==> src/hw/rtl/htt_pkg.sv <==
// shared types and codes of the handle translation table
// used by htt_cell, handle_translation_table and the testbench; depends on nothing
package htt_pkg;

  localparam int unsigned HandleW = 64;

  // operation codes
  localparam logic [1:0] OP_ADD    = 2'd0;
  localparam logic [1:0] OP_LOOKUP = 2'd1;
  localparam logic [1:0] OP_REMOVE = 2'd2;
  localparam logic [1:0] OP_CLEAR  = 2'd3;

  // status codes
  localparam logic [1:0] STAT_OK   = 2'd0;
  localparam logic [1:0] STAT_MISS = 2'd1;
  localparam logic [1:0] STAT_FULL = 2'd2;

  // one table entry as held in a cell
  typedef struct packed {
    logic               valid;
    logic [HandleW-1:0] key;
    logic [HandleW-1:0] value;
  } entry_t;

  // scan token handed from cell to cell
  typedef struct packed {
    logic               tok;
    logic               seen;
    logic [HandleW-1:0] data;
  } link_t;

  // commands broadcast to every cell
  typedef struct packed {
    logic add_shift;
    logic clear;
    logic remove_op;
  } cmd_t;

endpackage

==> src/hw/rtl/htt_cell.sv <==
// one slot of the handle translation table chain
// depends on htt_pkg
module htt_cell (
  input  logic                          clk_i,
  input  logic                          rst_ni,
  input  htt_pkg::cmd_t                 cmd_i,
  input  logic [htt_pkg::HandleW-1:0]   query_i,
  input  htt_pkg::entry_t               prev_i,
  input  htt_pkg::entry_t               next_i,
  input  htt_pkg::link_t                link_i,
  output htt_pkg::entry_t               entry_o,
  output htt_pkg::link_t                link_o
);
  import htt_pkg::*;

  logic               valid_q, valid_d;
  logic [HandleW-1:0] key_q, key_d;
  logic [HandleW-1:0] value_q, value_d;
  logic               tok_q, seen_q;
  logic [HandleW-1:0] cval_q;
  logic               hit;
  logic               load_next;

  assign hit       = valid_q && (key_q == query_i);
  // the matched cell and every older one pull from the next cell as the token passes
  assign load_next = tok_q && cmd_i.remove_op && (seen_q || hit);

  always_comb begin
    valid_d = valid_q;
    key_d   = key_q;
    value_d = value_q;
    if (cmd_i.clear) begin
      valid_d = 1'b0;
    end else if (cmd_i.add_shift) begin
      valid_d = prev_i.valid;
      key_d   = prev_i.key;
      value_d = prev_i.value;
    end else if (load_next) begin
      valid_d = next_i.valid;
      key_d   = next_i.key;
      value_d = next_i.value;
    end
  end

  always_ff @(posedge clk_i or negedge rst_ni) begin
    if (!rst_ni) begin
      valid_q <= 1'b0;
      tok_q   <= 1'b0;
      seen_q  <= 1'b0;
    end else begin
      valid_q <= valid_d;
      tok_q   <= link_i.tok;
      seen_q  <= link_i.tok && link_i.seen;
    end
  end

  always_ff @(posedge clk_i) begin
    key_q   <= key_d;
    value_q <= value_d;
    cval_q  <= link_i.data;
  end

  assign entry_o.valid = valid_q;
  assign entry_o.key   = key_q;
  assign entry_o.value = value_q;

  assign link_o.tok  = tok_q;
  assign link_o.seen = seen_q || hit;
  assign link_o.data = seen_q ? cval_q : (hit ? value_q : '0);

endmodule

==> config.mk <==
export PLATFORM = sky130hd
export DESIGN_NAME = htt_cell
export DESIGN_NICKNAME = d
export VERILOG_FILES = /design/src/hw/rtl/htt_pkg.sv /design/src/hw/rtl/htt_cell.sv
export SDC_FILE = /design/constraint.sdc
export NUM_CORES = 1
export LEC_CHECK = 0
export ABC_AREA = 1
export BUFFER_PORTS_ARGS = -buffer_cell sky130_fd_sc_hd__buf_2
export CELL_PAD_IN_SITES_DETAIL_PLACEMENT = 1
export CELL_PAD_IN_SITES_GLOBAL_PLACEMENT = 1
export CORE_AREA = 5 5 225 227
export DETAILED_ROUTE_END_ITERATION = 10
export DIE_AREA = 0 0 230 232
export GPL_TIMING_DRIVEN = 0
export PLACE_DENSITY = 0.68
export SETUP_SLACK_MARGIN = 0.5
export SYNTH_ARGS = -nofsm -noshare
export SYNTH_HDL_FRONTEND = slang
export SYNTH_SLANG_ARGS = --single-unit
==> constraint.sdc <==
create_clock -name clk_i -period 8.7 [get_ports clk_i]
set_input_delay 1.74 -clock clk_i [delete_from_list [all_inputs] [get_ports clk_i]]
set_output_delay 1.74 -clock clk_i [all_outputs]
set_load 0.03 [all_outputs]
==> results.sh, run 1 <==
export IMPL_cpMaxStageDelayCell="buf_2"
export IMPL_ant_nets=0
export IMPL_worst_path_buf_inv=5
export IMPL_drtIter0Drc=392
export IMPL_p_int_mw=1.60
export IMPL_fin_crit_ps=5400
export IMPL_cellLeakagePower_nw=7.13
export IMPL_synth_area_um2=9140
export IMPL_pwr_share_comb_pct=18.2
export IMPL_htreeDepth=4
export IMPL_clock_path_buffers=2
export IMPL_reg2reg_depth=14
export IMPL_max_stage_delay_ps=230
export IMPL_dp_hpwl_um=37900
export IMPL_crit_chain="buf_2 -> inv_1 -> nand2_1 -> o21ai_1 -> nor2_1 -> nand2_1 -> nor2_1 -> nand2_1 -> nor2_1 -> nand3_1 -> buf_6 -> buf_6 -> o21ai_2 -> buf_2"
export IMPL_rsz0062_at_grt="no"
export IMPL_seq_area_frac_synth_pct=56.9
export IMPL_p_per_area_nw_per_um2=171
export IMPL_fin_crit_sh_pct=62.1
export IMPL_relSlewSlack_pct=31.2
export IMPL_portBuffers=587
export IMPL_die_y_um=232
export IMPL_synth_cell_types=17
export IMPL_synth_warnings=0
export IMPL_p_clk_share_pct=35.6
export IMPL_cts_tree="done"
export IMPL_cts_inserted_buffers=17
export IMPL_clk_pin_slew_ps=80
export IMPL_fillCellCount=6023
export IMPL_cp_arrival_ps=3660
export IMPL_skew_ps=15.1
export IMPL_tns_ps=0
export IMPL_final_setup_viol_count=0
export IMPL_peakVddDrop_mv=0.119
export IMPL_cts_resized=0
export IMPL_seq_power_share_pct=46.2
export IMPL_avgSynthCellArea_um2=8.14
export IMPL_hp_start="valid_q$_DFFE_PN0P_"
export IMPL_fin_nets=2126
export IMPL_hold_end="valid_q$_DFFE_PN0P_"
export IMPL_wl_per_cell_um=19.2
export IMPL_fin_hold_ws_ps=556
export IMPL_hold_path_depth=2
export IMPL_gr_total_overflow=0
export IMPL_status="finished clean"
export IMPL_drt_pre_antenna_iters=5
export IMPL_r2r_start="key_q[11]$_DFFE_PP_"
export IMPL_r2r_end="key_q[54]$_DFFE_PP_"
export IMPL_grt_pass1_wl_um=64700
export IMPL_power_switching_mw=0.723
export IMPL_area_delta_synth_final_pct=48.4
export IMPL_worst_pin_slew_ps=1030
export IMPL_cts_hold_repair_buffers=0
export IMPL_vias=9762
export IMPL_hold_class="flop to flop"
export IMPL_first_global_vias=10400
export IMPL_dieArea_um2=53400
export IMPL_cts_setup_buffers=0
export IMPL_antenna_found_initial=5
export IMPL_grt_usage_pct=16.4
export IMPL_root_buffer="clkbuf_16"
export IMPL_p_sw_share_pct=31.2
export IMPL_initial_utilization_pct=18.9
export IMPL_synth_cells=1122
export IMPL_core_um2=48400
export IMPL_finalMaxSlewViolations=0
export IMPL_finalHoldViolCount=0
export IMPL_endpoint_kind="primary output"
export IMPL_cp_start_kind="primary input"
export IMPL_required_ps=6960
export IMPL_grt_max_degree=28
export IMPL_die_w_um=230
export IMPL_max_freq_ghz=0.185
export IMPL_ys_ff_latch=195
export IMPL_vias_per_cell=4.11
export IMPL_cp_max_fo=10
export IMPL_cts_sinks=195
export IMPL_io_pin_count=588
export IMPL_cap_violations=0
export IMPL_r2r_setup_slack_ps=5340
export IMPL_totalWireLength_um=45500
export IMPL_drive_gt1_share_pct=39.7
export IMPL_clk_latency_ps=490
export IMPL_critPathTopFamily="simple AND/OR/NAND/NOR gates"
export IMPL_rows=81
export IMPL_crit_type="primary input to primary output"
export IMPL_cp_num_cells=14
export IMPL_drc=0
export IMPL_synth_fp_nets=1515
export IMPL_gp_congestion=0.930
-- final cells by class --
cell class	instances	area [um2]	share of cell area (%)
inverter	79	297	2.19
buffer	51	251	1.86
clock inverter	15	145	1.07
tap	622	778	5.74
multi-input combinational	797	3400	25.1
sequential	195	5200	38.4
timing repair buffer	592	3050	22.5
clock buffer	17	425	3.14
antenna	5	12.5	0.0923
-- cell families after synthesis --
logic type      Yosys count  share of synthesized area [%]
simple gates            700                           28.8
flops                   195                           56.9
buf+inv                 130                           6.00
compound gates           86                           7.22
xor+xnor                 11                           1.05
-- per-layer routing --
layer  share of wire (%)  vias to the layer above  track usage (%)  routed length [um]
li1                    -                     4712                -                   -
met1                  41                     4633             19.3               18500
met2                  51                      356             29.2               23200
met3                 6.1                       59             4.33                2790
met4                 2.2                        2             5.25                1000
met5               0.029                        -                0                  13
-- sequential cells by signal, summed over array words and instances (netlist names) --
name,count
cval_q,64
key_q,64
seen_q,1
tok_q,1
valid_q,1
value_q,64
-- tightest hold or removal path: stages (launching register included) --
cell,delay (ps)
dfrtp_1,380
nand3_1,90
nand2_1,60
-- power groups by stage --
stage / combinational, mW / sequential, mW / clock (mW)
final: 0.423 / 1.07 / 0.825
after global routing: 0.463 / 1.08 / 0.877
after CTS: 0.429 / 1.07 / 0.850
after detailed placement: 0.428 / 1.09 / 0
after global placement: 0.412 / 1.10 / 0
after floorplan: 0.156 / 1.15 / 0
-- cells in the mapped netlist --
library cell / instances / area, um2
clkbuf_1: 38 / 143
edfxtp_1: 128 / 3840
buf_6: 7 / 78.8
o21ai_2: 60 / 526
buf_1: 4 / 15.0
dfrtp_1: 3 / 75.1
o21ai_0: 13 / 65.1
dfxtp_1: 64 / 1280
xnor2_1: 11 / 96.3
nand2_1: 642 / 2410
inv_1: 79 / 297
a21oi_1: 2 / 10.0
o21ai_1: 8 / 40.0
buf_4: 2 / 15.0
nor2_1: 54 / 203
nand3_1: 4 / 20.0
o22ai_1: 3 / 18.8
-- how the worst max path moves through the flow --
stage,startpoint,endpoint
after floorplan,query_i[5],key_q[0]$_DFFE_PP_
after global placement,query_i[38],value_q[49]$_DFFE_PP_
after detailed placement,query_i[11],link_o[59]
after CTS,query_i[11],link_o[59]
after global routing,query_i[11],link_o[59]
final,query_i[11],link_o[21]
-- stage by stage --
stage          total power [mW]  cell area, um2  utilization (%)  worst slack, ps  std cells
5_1_grt                    2.42           13600             28.0             3020       2372
4_1_cts                    2.35           13500             28.0             3160       2368
6_report                   2.32           13600             28.0             3300       2373
2_1_floorplan              1.30            9140                -             1750       1122
3_3_place_gp               1.51           12900             26.5            -1140       2331
3_5_place_dp               1.52           13000             26.8             3160       2336
-- placed cells by master, fill, tap and decap left out --
cell and instances:
nand3_1 4, edfxtp_1 128, dfxtp_1 64, diode_2 5, buf_1 4, bufinv_16 1, clkinv_4 3, inv_6 2
inv_4 2, inv_1 79, xnor2_1 11, buf_2 587, buf_16 1, a21oi_4 1, buf_6 7, nand2_1 642
nor2_1 54, clkbuf_1 38, clkinv_2 2, o21ai_1 8, a21oi_1 1, o22ai_1 3, clkbuf_16 17, buf_4 2
buf_12 4, o21ai_0 13, clkinv_1 1, dfrtp_1 3, o21ai_2 60, inv_8 4
Power figures use the tool's default switching activity.
==> run 2, diff against run 1 <==
- ABC_AREA: 1 -> 0
- CORE_AREA: 5 5 225 227 -> 5 5 228 230
- DIE_AREA: 0 0 230 232 -> 0 0 233 235
- PLACE_DENSITY: 0.68 -> 0.62
- clock period: 8.7 -> 5.2 ns (I/O delays scaled with it)
==> results.sh, run 2 <==
export IMPL_grt_pass1_wl_um=58000
export IMPL_startpoint="query_i[27]"
export IMPL_totalWireLength_um=40700
export IMPL_vias_per_cell=3.99
export IMPL_cellLeakagePower_nw=6.10
export IMPL_synth_async_reset_ratio_pct=1.54
export IMPL_placed_cell_area_um2=12900
export IMPL_grt_max_degree=17
export IMPL_cts_sinks=195
export IMPL_fin_nets=1685
export IMPL_core_um2=49700
export IMPL_htreeDepth=4
export IMPL_dp_hpwl_um=34200
export IMPL_finalMaxSlewViolations=0
export IMPL_ys_ff_latch=195
export IMPL_synthFlopType="edfxtp_1"
export IMPL_antenna_found_initial=5
export IMPL_io_pin_count=588
export IMPL_power_mw=3.82
export IMPL_p_clk_share_pct=34.8
export IMPL_reg2reg_depth=13
export IMPL_avgSynthCellArea_um2=13.3
export IMPL_synth_fp_nets=1066
export IMPL_portBuffers=586
export IMPL_r2r_setup_slack_ps=1020
export IMPL_dpl_cell_count=1943
export IMPL_ys_top_cells_by_area="edfxtp_1 (43%), mux2_2 (16%), dfxtp_1 (14%)"
export IMPL_final_util_pct=27.2
export IMPL_final_setup_viol_count=0
export IMPL_rsz0062_at_grt="no"
export IMPL_final_common_cell="buf_2"
export IMPL_grt_usage_pct=14.5
export IMPL_p_int_mw=2.74
export IMPL_wl_per_cell_um=20.5
export IMPL_power_switching_mw=1.09
export IMPL_synth_warnings=0
export IMPL_synth_largest_area_cell="edfxtp_1"
export IMPL_r2r_end="key_q[21]$_DFFE_PP_"
export IMPL_cap_violations=0
export IMPL_clk_pin_slew_ps=70
export IMPL_finalHoldViolCount=0
export IMPL_regArea_um2=5200
export IMPL_seq_area_frac_synth_pct=58.2
export IMPL_drive_gt1_share_pct=61.3
export IMPL_crit_type="primary input to primary output"
export IMPL_r2r_start="key_q[24]$_DFFE_PP_"
export IMPL_fin_hold_ws_ps=350
export IMPL_synth_area_um2=8930
export IMPL_fin_area_um2=13500
export IMPL_synth_cell_types=34
export IMPL_vias=7900
export IMPL_cp_max_fo=10
export IMPL_drtIter0Drc=277
export IMPL_fin_crit_sh_pct=86.7
export IMPL_endpoint_kind="primary output"
export IMPL_rows=82
export IMPL_cts_inserted_buffers=17
export IMPL_pwr_share_comb_pct=18.2
export IMPL_fillCellCount=5828
export IMPL_clk_latency_ps=480
export IMPL_synth_cells=673
export IMPL_required_ps=4160
export IMPL_skew_ps=12.3
export IMPL_synth_enable_flop_cells=128
export IMPL_ant_nets=0
export IMPL_drt_pre_antenna_iters=4
export IMPL_multi_input_area_um2=3280
export IMPL_worstSetupEndpoint="link_o[22]"
export IMPL_final_cells=1982
export IMPL_p_per_area_nw_per_um2=283
export IMPL_cp_start_kind="primary input"
export IMPL_die_w_um=233
export IMPL_hold_class="primary input to asynchronous set/reset pin"
export IMPL_cp_arrival_ps=3470
export IMPL_gp_congestion=0.823
export IMPL_peakVddDrop_mv=0.211
export IMPL_status="finished clean"
export IMPL_gr_total_overflow=0
export IMPL_seq_power_share_pct=47.1
export IMPL_relSlewSlack_pct=14.5
export IMPL_die_y_um=235
export IMPL_max_freq_ghz=0.222
export IMPL_tns_ps=0
export IMPL_root_buffer="clkbuf_16"
export IMPL_first_global_vias=8882
export IMPL_drc=0
export IMPL_synth_common_cells="edfxtp_1 (128), mux2_2 (128), inv_1 (75)"
export IMPL_initial_utilization_pct=18.0
export IMPL_setup_ws_ps=689
export IMPL_place_ws_ps=-521
export IMPL_area_delta_synth_final_pct=51.1
export IMPL_dieArea_um2=54800
export IMPL_synth_top_area_share_pct=43.0
export IMPL_fin_crit_ps=4510
export IMPL_clock_path_buffers=2
export IMPL_cts_tree="done"
export IMPL_mostFrequentLayoutCells="buf_2 (589), mux2_2 (128), edfxtp_1 (128), inv_1 (75), nand2_1 (66)"
export IMPL_p_sw_share_pct=28.4
export IMPL_worst_pin_slew_ps=1280
export IMPL_largestRegisters="cval_q x64, key_q x64, value_q x64"
run 2: changes by cell type after synthesis, sizes merged, moves of 4 or more:
cell,previous run,this run
clkbuf,38,33
inv,79,75
mux2,0,128
nand2,642,66
nand4,0,12
nor2,54,0
nor2b,0,5
nor4,0,5
o21ai,81,2
o41ai,0,65
xnor2,11,48
xor2,0,5
run 2: metal layers:
metal | global-route usage [%] | share of wire, % | up-vias
li1 | - | - | 3704
met1 | 16.8 | 40 | 3830
met2 | 25.5 | 51 | 331
met3 | 4.20 | 7.5 | 35
met4 | 4.65 | 1.8 | 0
met5 | 0 | 0 | -
run 2: layout make-up:
class,instances,area share (%)
flip-flops and latches,195,38.5
multi-input cells,357,24.3
repair buffers,600,23.0
well taps,672,6.23
clock buffers,21,3.42
inverters,75,2.08
plain buffers,46,1.63
clock inverters,11,0.732
diodes,5,0.0927
run 2: kinds of logic (layout without fill, tap and decap cells):
logic type / after synthesis / after routing / synth area share, %
xor gates and xnor gates: 53 / 53 / 5.20
buffers and inverters: 121 / 753 / 5.45
AOI/OAI and AO/OA: 79 / 79 / 10.1
other: 0 / 5 / 0
DFF: 195 / 195 / 58.2
muxes: 129 / 129 / 16.2
and+or+nand+nor: 96 / 96 / 4.83
run 2: power by group through the flow:
| stage | combinational [mW] | sequential [mW] | clock, mW |
|---|---|---|---|
| 2_1_floorplan | 0.259 | 1.94 | 0 |
| 3_3_place_gp | 0.676 | 1.85 | 0 |
| 3_5_place_dp | 0.702 | 1.84 | 0 |
| 4_1_cts | 0.707 | 1.80 | 1.40 |
| 5_1_grt | 0.745 | 1.81 | 1.44 |
| 6_report | 0.694 | 1.80 | 1.33 |
run 2: how the worst min path moves through the flow:
stage,startpoint,end,slack (ps),cells past startpoint
after floorplan,rst_ni,seen_q$_DFF_PN0_,740,0
after global placement,tok_q$_DFF_PN0_,valid_q$_DFFE_PN0P_,810,3
after detailed placement,tok_q$_DFF_PN0_,valid_q$_DFFE_PN0P_,830,3
after CTS,rst_ni,seen_q$_DFF_PN0_,280,1
after global routing,rst_ni,tok_q$_DFF_PN0_,310,1
final,rst_ni,tok_q$_DFF_PN0_,350,1
run 2: worst max-delay path, stage by stage:
cell and delay (ps):
buf_2 110, xor2_1 160, a221o_1 300, nor4_1 440, nand4_1 160, buf_4 200, buf_4 150, clkbuf_1 240
o41ai_1 400, buf_2 270
run 2: timing repair:
| action | in CTS | in global routing |
|---|---|---|
| gates cloned | 0 | 0 |
| setup endpoints to repair | 92 | 10 |
| pin swaps | 1 | 0 |
| resized for setup | 3 | 3 |
| hold buffers | 0 | 0 |
| buffers inserted | 2 | 0 |
